===== src/hdl/rgb_led_gamma_frame_packer_core_defines.svh =====
// Assertion macros shared by the frame packer RTL.
// Expects clk and rst_n in the scope of each use.
`ifndef RGB_LED_GAMMA_FRAME_PACKER_CORE_DEFINES_SVH
`define RGB_LED_GAMMA_FRAME_PACKER_CORE_DEFINES_SVH

// Same-cycle implication, disabled during reset.
`define GFLP_ASSERT_NOW(lbl, ante, cons) \
  lbl: assert property (@(posedge clk) disable iff (!rst_n) (ante) |-> (cons)) \
    else $error("frame packer check failed");

// Next-cycle implication under reset.
`define GFLP_ASSERT_NEXT(lbl, ante, cons) \
  lbl: assert property (@(posedge clk) disable iff (!rst_n) (ante) |=> (cons)) \
    else $error("frame packer check failed");

`endif


===== src/hdl/gflp_pkg.sv =====
// Shared types, codes and ROM contents for the LED frame packer.
// No dependencies.
`default_nettype none

package gflp_pkg;

  localparam logic ACT_SET  = 1'b0;
  localparam logic ACT_READ = 1'b1;

  localparam logic [7:0] SLOT_UNUSED = 8'd255;
  localparam int unsigned MAP_ENTRIES = 120;
  localparam int unsigned POS_W = 10;

  typedef enum logic [2:0] {
    S_CLEAR,
    S_IDLE,
    S_SET_RD,
    S_SET_WR,
    S_GET_RD,
    S_GET_CAP,
    S_GET_OUT
  } gflp_state_t;

  typedef struct packed {
    logic clear;
    logic wr_full;
    logic wr_merge;
    logic odd;
  } gflp_lane_ctl_t;

  localparam logic [11:0] GAMMA_ROM [256] = '{
    12'h000, 12'h00A, 12'h014, 12'h01E, 12'h028, 12'h033, 12'h03D, 12'h047,
    12'h051, 12'h05C, 12'h066, 12'h071, 12'h07B, 12'h086, 12'h090, 12'h09B,
    12'h0A5, 12'h0B0, 12'h0BA, 12'h0C5, 12'h0D0, 12'h0DB, 12'h0E5, 12'h0F0,
    12'h0FB, 12'h106, 12'h111, 12'h11C, 12'h127, 12'h132, 12'h13D, 12'h148,
    12'h154, 12'h15F, 12'h16A, 12'h175, 12'h181, 12'h18C, 12'h198, 12'h1A3,
    12'h1AF, 12'h1BA, 12'h1C6, 12'h1D1, 12'h1DD, 12'h1E9, 12'h1F4, 12'h200,
    12'h20C, 12'h218, 12'h224, 12'h230, 12'h23C, 12'h248, 12'h254, 12'h260,
    12'h26C, 12'h278, 12'h284, 12'h291, 12'h29D, 12'h2A9, 12'h2B6, 12'h2C2,
    12'h2CF, 12'h2DB, 12'h2E8, 12'h2F4, 12'h301, 12'h30E, 12'h31B, 12'h327,
    12'h334, 12'h341, 12'h34E, 12'h35B, 12'h368, 12'h375, 12'h382, 12'h38F,
    12'h39D, 12'h3AA, 12'h3B7, 12'h3C4, 12'h3D2, 12'h3DF, 12'h3ED, 12'h3FA,
    12'h408, 12'h415, 12'h423, 12'h431, 12'h43E, 12'h44C, 12'h45A, 12'h468,
    12'h476, 12'h484, 12'h492, 12'h4A0, 12'h4AE, 12'h4BC, 12'h4CB, 12'h4D9,
    12'h4E7, 12'h4F6, 12'h504, 12'h512, 12'h521, 12'h530, 12'h53E, 12'h54D,
    12'h55C, 12'h56A, 12'h579, 12'h588, 12'h597, 12'h5A6, 12'h5B5, 12'h5C4,
    12'h5D3, 12'h5E2, 12'h5F2, 12'h601, 12'h610, 12'h620, 12'h62F, 12'h63F,
    12'h64E, 12'h65E, 12'h66D, 12'h67D, 12'h68D, 12'h69D, 12'h6AD, 12'h6BD,
    12'h6CD, 12'h6DD, 12'h6ED, 12'h6FD, 12'h70D, 12'h71D, 12'h72E, 12'h73E,
    12'h74E, 12'h75F, 12'h770, 12'h780, 12'h791, 12'h7A2, 12'h7B2, 12'h7C3,
    12'h7D4, 12'h7E5, 12'h7F6, 12'h807, 12'h818, 12'h829, 12'h83B, 12'h84C,
    12'h85D, 12'h86F, 12'h880, 12'h892, 12'h8A3, 12'h8B5, 12'h8C7, 12'h8D9,
    12'h8EA, 12'h8FC, 12'h90E, 12'h920, 12'h932, 12'h945, 12'h957, 12'h969,
    12'h97B, 12'h98E, 12'h9A0, 12'h9B3, 12'h9C5, 12'h9D8, 12'h9EB, 12'h9FE,
    12'hA10, 12'hA23, 12'hA36, 12'hA49, 12'hA5C, 12'hA70, 12'hA83, 12'hA96,
    12'hAAA, 12'hABD, 12'hAD1, 12'hAE4, 12'hAF8, 12'hB0C, 12'hB1F, 12'hB33,
    12'hB47, 12'hB5B, 12'hB6F, 12'hB83, 12'hB97, 12'hBAC, 12'hBC0, 12'hBD4,
    12'hBE9, 12'hBFD, 12'hC12, 12'hC27, 12'hC3C, 12'hC50, 12'hC65, 12'hC7A,
    12'hC8F, 12'hCA4, 12'hCBA, 12'hCCF, 12'hCE4, 12'hCFA, 12'hD0F, 12'hD25,
    12'hD3A, 12'hD50, 12'hD66, 12'hD7C, 12'hD92, 12'hDA8, 12'hDBE, 12'hDD4,
    12'hDEA, 12'hE00, 12'hE17, 12'hE2D, 12'hE44, 12'hE5A, 12'hE71, 12'hE88,
    12'hE9F, 12'hEB6, 12'hECD, 12'hEE4, 12'hEFB, 12'hF12, 12'hF29, 12'hF41,
    12'hF58, 12'hF70, 12'hF88, 12'hF9F, 12'hFB7, 12'hFCF, 12'hFE7, 12'hFFF
  };

  localparam logic [7:0] SLOT_ROM [MAP_ENTRIES] = '{
    8'd23, 8'd22, 8'd21, 8'd20, 8'd19, 8'd18, 8'd17, 8'd16, 8'd15, 8'd14, 8'd13, 8'd12,
    8'd11, 8'd10, 8'd9, 8'd8, 8'd7, 8'd6, 8'd5, 8'd4, 8'd3, 8'd2, 8'd1, 8'd0,
    8'd47, 8'd46, 8'd45, 8'd44, 8'd43, 8'd42, 8'd41, 8'd40, 8'd39, 8'd38, 8'd37, 8'd36,
    8'd35, 8'd34, 8'd33, 8'd32, 8'd31, 8'd30, 8'd29, 8'd28, 8'd27, 8'd26, 8'd25, 8'd24,
    8'd71, 8'd70, 8'd69, 8'd68, 8'd67, 8'd66, 8'd65, 8'd64, 8'd63, 8'd62, 8'd61, 8'd60,
    8'd59, 8'd58, 8'd57, 8'd56, 8'd55, 8'd54, 8'd53, 8'd52, 8'd51, 8'd50, 8'd49, 8'd48,
    8'd95, 8'd94, 8'd93, 8'd92, 8'd91, 8'd90, 8'd89, 8'd88, 8'd87, 8'd86, 8'd85, 8'd84,
    8'd83, 8'd82, 8'd81, 8'd80, 8'd79, 8'd78, 8'd77, 8'd76, 8'd75, 8'd74, 8'd73, 8'd72,
    8'd119, 8'd118, 8'd117, 8'd116, 8'd115, 8'd114, 8'd113, 8'd112, 8'd111, 8'd110,
    8'd109, 8'd108,
    8'd107, 8'd255, 8'd255, 8'd255, 8'd255, 8'd255, 8'd255, 8'd255, 8'd255, 8'd255,
    8'd255, 8'd255
  };

  // Board map; indexes past the table read as unused.
  function automatic logic [7:0] slot_of(input logic [6:0] idx);
    logic [7:0] s;
    s = SLOT_UNUSED;
    if (int'(idx) < MAP_ENTRIES) begin
      s = SLOT_ROM[idx];
    end
    return s;
  endfunction

endpackage

`default_nettype wire


===== src/hdl/gflp_ifs.sv =====
// Valid/ready channel interfaces for the LED frame packer.
// No dependencies.
`default_nettype none

interface gflp_in_if;
  logic       valid;
  logic       ready;
  logic       action;
  logic [6:0] led_index;
  logic [7:0] red_level;
  logic [7:0] green_level;
  logic [7:0] blue_level;
  logic [7:0] byte_address;

  modport source (output valid, action, led_index, red_level, green_level, blue_level,
                  byte_address, input ready);
  modport sink (input valid, action, led_index, red_level, green_level, blue_level,
                byte_address, output ready);
endinterface

interface gflp_out_if;
  logic       valid;
  logic       ready;
  logic [7:0] red_byte;
  logic [7:0] green_byte;
  logic [7:0] blue_byte;

  modport source (output valid, red_byte, green_byte, blue_byte, input ready);
  modport sink (input valid, red_byte, green_byte, blue_byte, output ready);
endinterface

`default_nettype wire


===== src/hdl/gflp_ram.sv =====
// Generic single-write, single-read RAM with registered read data.
// No dependencies.
`default_nettype none

module gflp_ram #(
  parameter int WIDTH = 8,
  parameter int DEPTH = 180
) (
  input  wire logic                                   clk,
  input  wire logic                                   we,
  input  wire logic [((DEPTH > 1) ? $clog2(DEPTH) : 1)-1:0] waddr,
  input  wire logic [WIDTH-1:0]                       wdata,
  input  wire logic [((DEPTH > 1) ? $clog2(DEPTH) : 1)-1:0] raddr,
  output logic      [WIDTH-1:0]                       rdata
);

  logic [WIDTH-1:0] mem [DEPTH];

  always_ff @(posedge clk) begin
    if (we) begin
      mem[waddr] <= wdata;
    end
    rdata <= mem[raddr];
  end

endmodule

`default_nettype wire


===== src/hdl/gflp_lane.sv =====
// One color lane: gamma lookup, 12-bit packing and its frame plane RAM.
// Depends on gflp_pkg and gflp_ram.
`default_nettype none

module gflp_lane #(
  parameter int FRAME_BYTES = 180,
  parameter int AW = 8
) (
  input  wire logic                   clk,
  input  gflp_pkg::gflp_lane_ctl_t    ctl,
  input  wire logic [AW-1:0]          addr_full,
  input  wire logic [AW-1:0]          addr_rmw,
  input  wire logic [7:0]             level,
  output logic      [7:0]             rd_data
);

  logic [11:0]   gval;
  logic          we;
  logic [AW-1:0] waddr;
  logic [7:0]    wdata;

  assign gval  = gflp_pkg::GAMMA_ROM[level];
  assign we    = ctl.clear | ctl.wr_full | ctl.wr_merge;
  assign waddr = (ctl.clear || ctl.wr_full) ? addr_full : addr_rmw;

  // Zero during clear, else a full byte or a merge with the kept nibble of the byte read last cycle.
  always_comb begin
    if (ctl.clear) begin
      wdata = 8'h00;
    end else if (ctl.wr_full) begin
      wdata = ctl.odd ? gval[7:0] : gval[11:4];
    end else begin
      wdata = ctl.odd ? {rd_data[7:4], gval[11:8]} : {gval[3:0], rd_data[3:0]};
    end
  end

  gflp_ram #(
    .WIDTH (8),
    .DEPTH (FRAME_BYTES)
  ) u_plane (
    .clk   (clk),
    .we    (we),
    .waddr (waddr),
    .wdata (wdata),
    .raddr (addr_rmw),
    .rdata (rd_data)
  );

endmodule

`default_nettype wire


===== src/hdl/rgb_led_gamma_frame_packer_core.sv =====
// Set item: accepted, then plane access in S_SET_RD (read/full write) and S_SET_WR (merge write);
// next item accepted once back in S_IDLE after a set that writes, the cycle after an ignored set.
// Read item: result valid in S_GET_OUT after S_GET_RD and S_GET_CAP, held until the transfer; next item
// the cycle after. The planes are one RAM read port and one write port per color lane.
// After reset a clearing pass zeroes all FRAME_BYTES bytes of the planes, accepting nothing.
// Depends on gflp_pkg, gflp_ifs, gflp_lane and the assertion macro header.
`default_nettype none
`include "rgb_led_gamma_frame_packer_core_defines.svh"

module rgb_led_gamma_frame_packer_core #(
  parameter int FRAME_BYTES = 180,
  parameter int LED_SLOTS   = 120
) (
  input wire logic    clk,
  input wire logic    rst_n,
  gflp_in_if.sink     in_ch,
  gflp_out_if.source  out_ch
);

  localparam int AW = (FRAME_BYTES > 1) ? $clog2(FRAME_BYTES) : 1;
  localparam int PW = gflp_pkg::POS_W;

  gflp_pkg::gflp_state_t state_r, state_nxt;
  logic [AW-1:0] clr_cnt_r;
  logic [AW-1:0] full_addr_r, rmw_addr_r;
  logic          odd_r, oor_r;
  logic [7:0]    red_lvl_r, green_lvl_r, blue_lvl_r;
  logic [7:0]    red_byte_r, green_byte_r, blue_byte_r;

  logic          accept;
  logic [7:0]    slot;
  logic [PW-1:0] pos, pos_p1;
  logic          set_ok, rd_oor;
  logic [7:0]    red_rd, green_rd, blue_rd;
  logic [AW-1:0] lane_full_addr;
  gflp_pkg::gflp_lane_ctl_t lane_ctl;

  assign accept = in_ch.valid && in_ch.ready;

  // Start byte is 12*slot/8 = slot + slot/2.
  assign slot   = gflp_pkg::slot_of(in_ch.led_index);
  assign pos    = PW'({2'b00, slot}) + PW'({3'b000, slot[7:1]});
  assign pos_p1 = pos + PW'(1);
  assign set_ok = (PW'(in_ch.led_index) < PW'(LED_SLOTS)) &&
                  (slot != gflp_pkg::SLOT_UNUSED) &&
                  (pos_p1 < PW'(FRAME_BYTES));
  assign rd_oor = PW'(in_ch.byte_address) >= PW'(FRAME_BYTES);

  always_ff @(posedge clk) begin
    if (!rst_n) begin
      state_r   <= gflp_pkg::S_CLEAR;
      clr_cnt_r <= '0;
    end else begin
      state_r <= state_nxt;
      if (state_r == gflp_pkg::S_CLEAR) begin
        clr_cnt_r <= clr_cnt_r + AW'(1);
      end
    end
  end

  // Item capture and output register; payload only.
  always_ff @(posedge clk) begin
    if (accept) begin
      red_lvl_r   <= in_ch.red_level;
      green_lvl_r <= in_ch.green_level;
      blue_lvl_r  <= in_ch.blue_level;
      odd_r       <= slot[0];
      oor_r       <= rd_oor;
      if (in_ch.action == gflp_pkg::ACT_SET) begin
        full_addr_r <= slot[0] ? AW'(pos_p1) : AW'(pos);
        rmw_addr_r  <= slot[0] ? AW'(pos) : AW'(pos_p1);
      end else begin
        rmw_addr_r  <= AW'(in_ch.byte_address);
      end
    end
    if (state_r == gflp_pkg::S_GET_CAP) begin
      red_byte_r   <= oor_r ? 8'h00 : red_rd;
      green_byte_r <= oor_r ? 8'h00 : green_rd;
      blue_byte_r  <= oor_r ? 8'h00 : blue_rd;
    end
  end

  always_comb begin
    state_nxt = state_r;
    case (state_r)
      gflp_pkg::S_CLEAR: begin
        if (clr_cnt_r == AW'(FRAME_BYTES - 1)) begin
          state_nxt = gflp_pkg::S_IDLE;
        end
      end
      gflp_pkg::S_IDLE: begin
        if (accept) begin
          if (in_ch.action == gflp_pkg::ACT_READ) begin
            state_nxt = gflp_pkg::S_GET_RD;
          end else if (set_ok) begin
            state_nxt = gflp_pkg::S_SET_RD;
          end
        end
      end
      gflp_pkg::S_SET_RD:  state_nxt = gflp_pkg::S_SET_WR;
      gflp_pkg::S_SET_WR:  state_nxt = gflp_pkg::S_IDLE;
      gflp_pkg::S_GET_RD:  state_nxt = gflp_pkg::S_GET_CAP;
      gflp_pkg::S_GET_CAP: state_nxt = gflp_pkg::S_GET_OUT;
      gflp_pkg::S_GET_OUT: begin
        if (out_ch.ready) begin
          state_nxt = gflp_pkg::S_IDLE;
        end
      end
      default: state_nxt = gflp_pkg::S_IDLE;
    endcase
  end

  assign in_ch.ready       = (state_r == gflp_pkg::S_IDLE);
  assign out_ch.valid      = (state_r == gflp_pkg::S_GET_OUT);
  assign out_ch.red_byte   = red_byte_r;
  assign out_ch.green_byte = green_byte_r;
  assign out_ch.blue_byte  = blue_byte_r;

  assign lane_ctl.clear    = (state_r == gflp_pkg::S_CLEAR);
  assign lane_ctl.wr_full  = (state_r == gflp_pkg::S_SET_RD);
  assign lane_ctl.wr_merge = (state_r == gflp_pkg::S_SET_WR);
  assign lane_ctl.odd      = odd_r;
  assign lane_full_addr    = lane_ctl.clear ? clr_cnt_r : full_addr_r;

  gflp_lane #(.FRAME_BYTES(FRAME_BYTES), .AW(AW)) u_red (
    .clk (clk), .ctl (lane_ctl), .addr_full (lane_full_addr), .addr_rmw (rmw_addr_r),
    .level (red_lvl_r), .rd_data (red_rd)
  );

  gflp_lane #(.FRAME_BYTES(FRAME_BYTES), .AW(AW)) u_green (
    .clk (clk), .ctl (lane_ctl), .addr_full (lane_full_addr), .addr_rmw (rmw_addr_r),
    .level (green_lvl_r), .rd_data (green_rd)
  );

  gflp_lane #(.FRAME_BYTES(FRAME_BYTES), .AW(AW)) u_blue (
    .clk (clk), .ctl (lane_ctl), .addr_full (lane_full_addr), .addr_rmw (rmw_addr_r),
    .level (blue_lvl_r), .rd_data (blue_rd)
  );

  `GFLP_ASSERT_NOW(a_no_accept_with_result, in_ch.ready, !out_ch.valid)
  `GFLP_ASSERT_NOW(a_no_accept_in_clear, state_r == gflp_pkg::S_CLEAR, !in_ch.ready)
  `GFLP_ASSERT_NEXT(a_merge_follows_full, state_r == gflp_pkg::S_SET_RD,
                    state_r == gflp_pkg::S_SET_WR)
  `GFLP_ASSERT_NEXT(a_result_after_capture, state_r == gflp_pkg::S_GET_CAP, out_ch.valid)

endmodule

`default_nettype wire


===== src/flat_wrapper.sv =====
// flat-port wrapper written by rule: the top's interface ports become plain ports
module rgb_led_gamma_frame_packer_core_flat 
#(
  parameter int FRAME_BYTES = 180,
  parameter int LED_SLOTS   = 120
)
  (clk, rst_n, in_ch_valid, in_ch_action, in_ch_led_index, in_ch_red_level, in_ch_green_level, in_ch_blue_level, in_ch_byte_address, in_ch_ready, out_ch_valid, out_ch_red_byte, out_ch_green_byte, out_ch_blue_byte, out_ch_ready);
  gflp_in_if in_ch_i ();
  gflp_out_if out_ch_i ();
  input wire logic clk;
  input wire logic rst_n;
  input wire logic [$bits(in_ch_i.valid)-1:0] in_ch_valid;
  input wire logic [$bits(in_ch_i.action)-1:0] in_ch_action;
  input wire logic [$bits(in_ch_i.led_index)-1:0] in_ch_led_index;
  input wire logic [$bits(in_ch_i.red_level)-1:0] in_ch_red_level;
  input wire logic [$bits(in_ch_i.green_level)-1:0] in_ch_green_level;
  input wire logic [$bits(in_ch_i.blue_level)-1:0] in_ch_blue_level;
  input wire logic [$bits(in_ch_i.byte_address)-1:0] in_ch_byte_address;
  output wire logic [$bits(in_ch_i.ready)-1:0] in_ch_ready;
  output wire logic [$bits(out_ch_i.valid)-1:0] out_ch_valid;
  output wire logic [$bits(out_ch_i.red_byte)-1:0] out_ch_red_byte;
  output wire logic [$bits(out_ch_i.green_byte)-1:0] out_ch_green_byte;
  output wire logic [$bits(out_ch_i.blue_byte)-1:0] out_ch_blue_byte;
  input wire logic [$bits(out_ch_i.ready)-1:0] out_ch_ready;
  assign in_ch_i.valid = in_ch_valid;
  assign in_ch_i.action = in_ch_action;
  assign in_ch_i.led_index = in_ch_led_index;
  assign in_ch_i.red_level = in_ch_red_level;
  assign in_ch_i.green_level = in_ch_green_level;
  assign in_ch_i.blue_level = in_ch_blue_level;
  assign in_ch_i.byte_address = in_ch_byte_address;
  assign in_ch_ready = in_ch_i.ready;
  assign out_ch_valid = out_ch_i.valid;
  assign out_ch_red_byte = out_ch_i.red_byte;
  assign out_ch_green_byte = out_ch_i.green_byte;
  assign out_ch_blue_byte = out_ch_i.blue_byte;
  assign out_ch_i.ready = out_ch_ready;
  rgb_led_gamma_frame_packer_core #(.FRAME_BYTES(FRAME_BYTES), .LED_SLOTS(LED_SLOTS)) u_core (.clk(clk), .rst_n(rst_n), .in_ch(in_ch_i), .out_ch(out_ch_i));
endmodule

===== config.mk =====
export PLATFORM = sky130hd
export DESIGN_NAME = rgb_led_gamma_frame_packer_core_flat
export DESIGN_NICKNAME = d
export VERILOG_FILES = /design/src/hdl/gflp_pkg.sv /design/src/hdl/gflp_ifs.sv /design/src/hdl/gflp_ram.sv /design/src/hdl/gflp_lane.sv /design/src/hdl/rgb_led_gamma_frame_packer_core.sv /design/src/flat_wrapper.sv
export VERILOG_INCLUDE_DIRS = /design/src /design/src/hdl
export SDC_FILE = /design/constraint.sdc
export NUM_CORES = 2
export LEC_CHECK = 0
export BUFFER_PORTS_ARGS = -buffer_cell sky130_fd_sc_hd__buf_2
export CAP_MARGIN = 20
export CORE_MARGIN = 2
export CORE_UTILIZATION = 62
export CTS_CLUSTER_SIZE = 40
export DETAILED_ROUTE_END_ITERATION = 8
export GPL_ROUTABILITY_DRIVEN = 0
export PLACE_DENSITY = 0.78
export SETUP_SLACK_MARGIN = 0.5
export SLEW_MARGIN = 10
export SYNTH_ARGS = -nofsm -noshare
export SYNTH_HDL_FRONTEND = slang
export SYNTH_MEMORY_MAX_BITS = 65536
export SYNTH_SLANG_ARGS = --single-unit

===== constraint.sdc =====
create_clock -name clk -period 21.1 [get_ports clk]
set_clock_uncertainty 0.15 [all_clocks]
set_input_delay 3.165 -clock clk [delete_from_list [all_inputs] [get_ports clk]]
set_output_delay 3.165 -clock clk [all_outputs]
set_load 0.01 [all_outputs]

Word level (Yosys, flattened, before mapping)
Memory sizes are Yosys's and may differ from the RTL's. A register that Yosys moved wholly into a read port is not among the register bits.
Index checks and enable logic that the tools add are counted.
{ "word_totals": {"mem_bits_rw": 4320, "in_bits": 44, "regBits": 77, "output_inout_bits": 26, "mem_bits_ro": 10240, "word_cells": 90, "n_memories": 7} }
{ "mem_list": {"columns": ["memory", "depth", "width", "rd", "rd_clocked_by_memory_dff", "write_ports", "line", "text"], "rows": [
  ["(name not given)", 256, 12, 1, 0, 0, "gflp_lane.sv:22", "assign gval = gflp_pkg::GAMMA_ROM[level];"],
  ["(name not given)", 256, 12, 1, 0, 0, "gflp_lane.sv:22", null],
  ["(name not given)", 256, 12, 1, 0, 0, "gflp_lane.sv:22", null],
  ["u_core.u_blue.u_plane.mem", 180, 8, 1, 1, 1, "gflp_ram.sv:17", "logic [WIDTH-1:0] mem [DEPTH];"],
  ["u_core.u_green.u_plane.mem", 180, 8, 1, 1, 1, "gflp_ram.sv:17", null],
  ["u_core.u_red.u_plane.mem", 180, 8, 1, 1, 1, "gflp_ram.sv:17", null],
  ["+1 memories", null, null, null, null, null, null, null]
]} }
{ "op_classes": {"n_bitwise": 7, "n_eq_ne": 12, "n_lt_le_gt_ge": 8, "addsub": 3, "reduce_logical": 7, "n_mux": 34} }
{ "ops": {"columns": ["operator", "n"], "rows": [
  ["$mux 8", 20],
  ["$mux 12", 6],
  ["$ge 9x9->1 const B", 3],
  ["$not 8->9", 3],
  ["$pmux 3 s6", 1],
  ["$ge 8x8->1 const B", 2],
  ["$mux 3", 5],
  ["$lt 7x7->1 const B", 2],
  ["$add 10x1->10 const B", 1],
  ["$lt 10x8->1 const B", 1],
  ["$add 8x7->9", 1],
  ["$eq 3x3->1 const B", 3],
  ["$add 8x1->8 const B", 1],
  ["$eq 8x8->1 const B", 1],
  ["$ne 8x8->1 const B", 1],
  ["$not 7->8", 1],
  ["$eq 3x2->1 const B", 2],
  ["$ne 2x2->1 const B", 2],
  ["$reduce_and 4->1", 1],
  ["$eq 3x1->1 const B", 1],
  ["$logic_and 1x1->1", 3],
  ["$logic_not 3->1", 1],
  ["$ne 3x3->1 const B", 1],
  ["$mux 1", 2],
  ["other kinds (5)", 6]
]} }

Depth between registers and ports, before layout
{ "depth": {"word_depth": 13, "depth_mapped": 16, "depth_no_buf": 15} }

By module
From an unflattened synthesis, not the netlist that was laid out.
{ "unflattened": {"cells_unflattened": 10508, "hier_area_um2": 185532.9} }
{ "modules_own_cells": {"columns": ["mod", "seq_area_each_um2", "instances", "area_each_um2", "cells_each"], "rows": [
  ["gflp_ram", 43401.6, 3, 56725.7, 2807],
  ["rgb_led_gamma_frame_packer_core", 2202.1, 1, 4027.6, 339],
  ["gflp_lane at u_core.u_green", 0.0, 1, 3858.7, 600],
  ["gflp_lane at u_core.u_blue", 0.0, 1, 3744.8, 571],
  ["gflp_lane at u_core.u_red", 0.0, 1, 3724.8, 577]
]} }

Worst setup path after synthesis
No wires, ideal clock.
{ "synth_timing": {"path_type": "register to register", "startpoint": "register u_core.red_lvl_r[0]", "endpoint": "memory u_core.u_red.u_plane.mem[0][6], data pin", "synth_period_minus_slack_ps": 11812, "setup_ps": 1656, "arrival_time_ps": 10006, "path_stages_with_launch": 11, "setup_slack_ps": 9288, "n_path_buf": 2, "required_ps": 19294, "path_cell_list": "edfxtp_1 -> clkbuf_1 -> clkbuf_1 -> inv_1 -> ha_1 -> mux2_2 -> mux4_2 -> o2111ai_1 -> o41ai_1 -> and2_1 -> o32ai_1"} }
{ "synth_between": {"elab_chain_cells": 7, "elab_cells_between_ends": 8, "classes_between": "mux (6); bitwise (1); memory (1)"} }
{ "synth_rtl": {"columns": ["element", "line", "text"], "rows": [
  ["from (decl)", "rgb_led_gamma_frame_packer_core.sv:27", "logic [7:0] red_lvl_r, green_lvl_r, blue_lvl_r;"],
  ["from (signal assigned)", "rgb_led_gamma_frame_packer_core.sv:64", "red_lvl_r <= in_ch.red_level;"],
  ["$not 8->9 (implied by the code) *", "gflp_lane.sv:22", null],
  ["$mem_v2 256x12 *", null, null],
  ["$mux 12 (implied by the code) * (2 in a row)", "gflp_lane.sv:22", null],
  ["$mux 8, on equally long branches", "gflp_lane.sv:33, gflp_lane.sv:31", null],
  ["$mux 8 *", "gflp_lane.sv:30", "end else if (ctl.wr_full) begin"],
  ["$mux 8 *", "gflp_lane.sv:28", "if (ctl.clear) begin"],
  ["via u_core.u_red.u_plane.wdata[6]", "gflp_ram.sv:12", "input wire logic [WIDTH-1:0] wdata,"],
  ["to (decl)", "gflp_ram.sv:17", null]
]} }
The timed path passes the listed nets; every way through them passes the cells marked *. The select of a mux whose other input is x is not followed.

==> metrics.txt <==
worst path cell trace=buf_4, buf_4, buf_4, buf_4, buf_4, buf_4, mux4_2, mux4_2, mux4_2, nand2_1, o21ai_1; CTS HTree Levels=5; initial antenna violation count=30; Layout Utilization=0.693; failing checks=DRC; final setup fails=0; Total Neg Setup Slack=0 ps; Hold Buf Count CTS=0; top-area cell type share of the netlist area=0.735; outcome=finished, violations left; Hold Fails Final Rpt=0; hold crit path type=reg2reg; ANT nets after route=0; post-synth top area cell=edfxtp_1; FP Rows=197; hold path depth=2; total gr overflow=0; root buf cell=clkbuf_16; Post-Synthesis Cells=8,529; Clock transition at path regs=70 ps; GRT Total Usage=0.360; FMAX=0.138 GHz; max_slew headroom=0.0845; Hold Path End=u_core.clr_cnt_r[6]$_SDFFE_PN0P_; Clk Latency, worst-skew pair=990 ps; detailed-placement wirelength estimate=251 mm; Worst Hold Launch=u_core.clr_cnt_r[6]$_SDFFE_PN0P_; R2R Setup Slk=13,850 ps; max cap viols=0; CP max FO=64; #FFs+latches synth=4,421; Reg2Reg Depth=11; asr flop ratio synth=0; leading register cell type out of synthesis=edfxtp_1; reg-to-reg endpoint=u_core.u_blue.u_plane.rdata[7]$_DFF_P_; drt first pass iters=9; TritonCTS clock tree=yes; routed vias/inst=7.78; final worst-path cycle share=0.344; Top Layer Used=met5; Setup WS post-layout=13,850 ps; setup repair bufs after CTS=0; commonest non-fill, non-tap cell in the layout=edfxtp_1; TritonCTS buffer count=421; worst slew pin tran=1370 ps; first-pass GRT wire length=742 mm; starting density of the core=0.623; CP most frequent cell=buf_4; vias in the first global route=97,000; pwr dens=87.0 nW/um^2; # fillers=15,700; Initial DRC Count=20,300; multi-input logic area=45,400 sq um; Buf/Inv on CP=6; syn_area_per_cell=21.0 sq um; CP arrival=7910 ps; Post-Syn Area=179,000 sq um; CP Launch Type=flop; Design Area, Final=199,000 sq um; Worst VDD drop=0.0953 mV; DIE WIDTH=541 um; Largest stage delay, worst path=890 ps; core box area=288,000 sq um; final WL=542 mm; Slowest-stage cell, CP=buf_4; WL per Instance=42.2 um; Synthesis Warnings=0; number of remaining DRC errors=1; Leak Pwr=55.9 nW; clk sinks=4,421; synth top area cells=edfxtp_1, mux4_2, nor2_1, clkbuf_1, a21oi_1; max-slew violations=0; post-place setup slack=13,070 ps; Syn Nets=8,640; CP required=21,760 ps; worst flop-to-flop path startpoint=u_core.rmw_addr_r[1]$_DFFE_PP_; RSZ-0062 raised after global routing=false; share of layout cells above drive strength 1=0.285; met1 wire length=173 mm; number of nets in the layout=8,809; DR vias=100,000; DR WL met2=257 mm; placed cell areas=185,000 sq um; Post-synth EDFFs=4,386; Final min period=7250 ps; Setup crit end kind=flop; DIE AREA=293,000 sq um; FF/Latch Area=132,000 sq um; Port Buf Inserts=69; kind of cell adding the most delay to the critical path=buffers and inverters; register area share after synthesis=0.739; Die Y=541 um; largest net degree at the start of global routing=181; post-CTS sizing=0; Top Ports=70; Longest Clk Path Bufs=4; Crit Path Class=reg2reg; met3 WL=76.1 mm; number of distinct library cells after synthesis=84; most frequent cells in the layout=edfxtp_1, mux4_2, clkbuf_16; Layout area overhead=11.3%
## how the worst max path moves through the flow
| stage | startpoint | endpoint | cells after the start |
|---|---|---|---|
| after global placement | in_ch_led_index[3] | u_core.state_r[0]$_SDFFE_PN0P_ | 16 |
| after global routing | in_ch_led_index[3] | u_core.state_r[0]$_SDFFE_PN0P_ | 16 |
| after CTS | in_ch_led_index[3] | u_core.state_r[0]$_SDFFE_PN0P_ | 16 |
| final | u_core.rmw_addr_r[1]$_DFFE_PP_ | u_core.u_blue.u_plane.rdata[7]$_DFF_P_ | 11 |
| after floorplan | u_core.red_lvl_r[0]$_DFFE_PP_ | u_core.u_red.u_plane.mem[0][6]$_DFFE_PP_ | 10 |
| after detailed placement | in_ch_led_index[3] | u_core.state_r[0]$_SDFFE_PN0P_ | 16 |
## per-stage QoR
| stage | power (mW) | hold WS (ps) | instances |
|---|---|---|---|
| 4_1_cts | 17.3 | 383 | 12800 |
| 3_5_place_dp | 9.82 | 362 | 12000 |
| 5_1_grt | 17.6 | 441 | 12800 |
| 6_report | 17.3 | 382 | 12800 |
| 3_3_place_gp | 9.81 | 349 | 12000 |
| 2_1_floorplan | 9.78 | 332 | 8529 |
## registers in the layout, summed over array words and instances (netlist names)
register and count:
u_core.oor_r 1, u_core.out_ch.green_byte 8, u_core.clr_cnt_r 8, u_core.out_ch.blue_byte 8, u_core.full_addr_r 8, u_core.u_red.u_plane.mem 1440, u_core.rmw_addr_r 8, u_core.blue_lvl_r 8
u_core.red_lvl_r 8, u_core.odd_r 1, u_core.u_red.u_plane.rdata 8, u_core.state_r 3, u_core.u_blue.u_plane.mem 1440, u_core.u_green.u_plane.mem 1440, u_core.u_green.u_plane.rdata 8, u_core.out_ch.red_byte 8
u_core.green_lvl_r 8, u_core.u_blue.u_plane.rdata 8
## layout make-up
cell class / count / share of cell area
Antenna cell: 13 / 0.000163
Clock buffer: 509 / 0.0550
Inverter: 49 / 0.000923
Multi-Input combinational cell: 3473 / 0.228
Sequential cell: 4421 / 0.664
Timing Repair Buffer: 332 / 0.0146
Clock inverter: 264 / 0.0134
Tap cell: 3781 / 0.0237
## worst register-to-register path, cell delays in order, from the launching register on
cell	delay, ps
edfxtp_1	330
buf_4	590
buf_4	760
buf_4	740
buf_4	740
buf_4	920
buf_4	890
mux4_2	490
mux4_2	490
mux4_2	600
nand2_1	240
o21ai_1	150
## power by group
part	internal (mW)	switching (mW)	leakage, nW	total, mW
clock	4.21	3.50	6.60	7.72
combinational	0.0347	0.0720	14.1	0.107
sequential	9.52	0.00661	35.2	9.53
total	13.8	3.58	55.9	17.3
## layer usage
layer	vias to the layer above	global-route usage
li1	36300	-
met1	51100	0.479
met2	10500	0.558
met3	2034	0.0986
met4	25	0.180
met5	-	0
## synth_stat cells (22+ instances only)
library cell,count
edfxtp_1,4386
mux4_2,1403
nor2_1,361
clkbuf_1,349
nand2_1,263
a21oi_1,212
o21ai_0,179
buf_2,176
a22oi_1,99
nor2b_1,84
ha_1,66
buf_1,57
nor3_1,57
nand2b_1,55
a211oi_1,50
mux2i_1,49
a31oi_1,48
nand3_1,46
o211ai_1,42
inv_1,39
a311oi_1,37
dfxtp_1,35
o21ai_1,25
a21o_1,23
a211o_1,22
## cell families after synthesis
| group | count (synthesis) | synth area share |
|---|---|---|
| muxes | 1464 | 0.180 |
| adders and majority gates | 68 | 0.00478 |
| buffers and inverters | 635 | 0.0147 |
| xor gates and xnor gates | 30 | 0.00147 |
| AOI/OAI and AO/OA | 951 | 0.0355 |
| DFF | 4421 | 0.739 |
| and+or+nand+nor | 960 | 0.0243 |
Power figures use the tool's default switching activity.
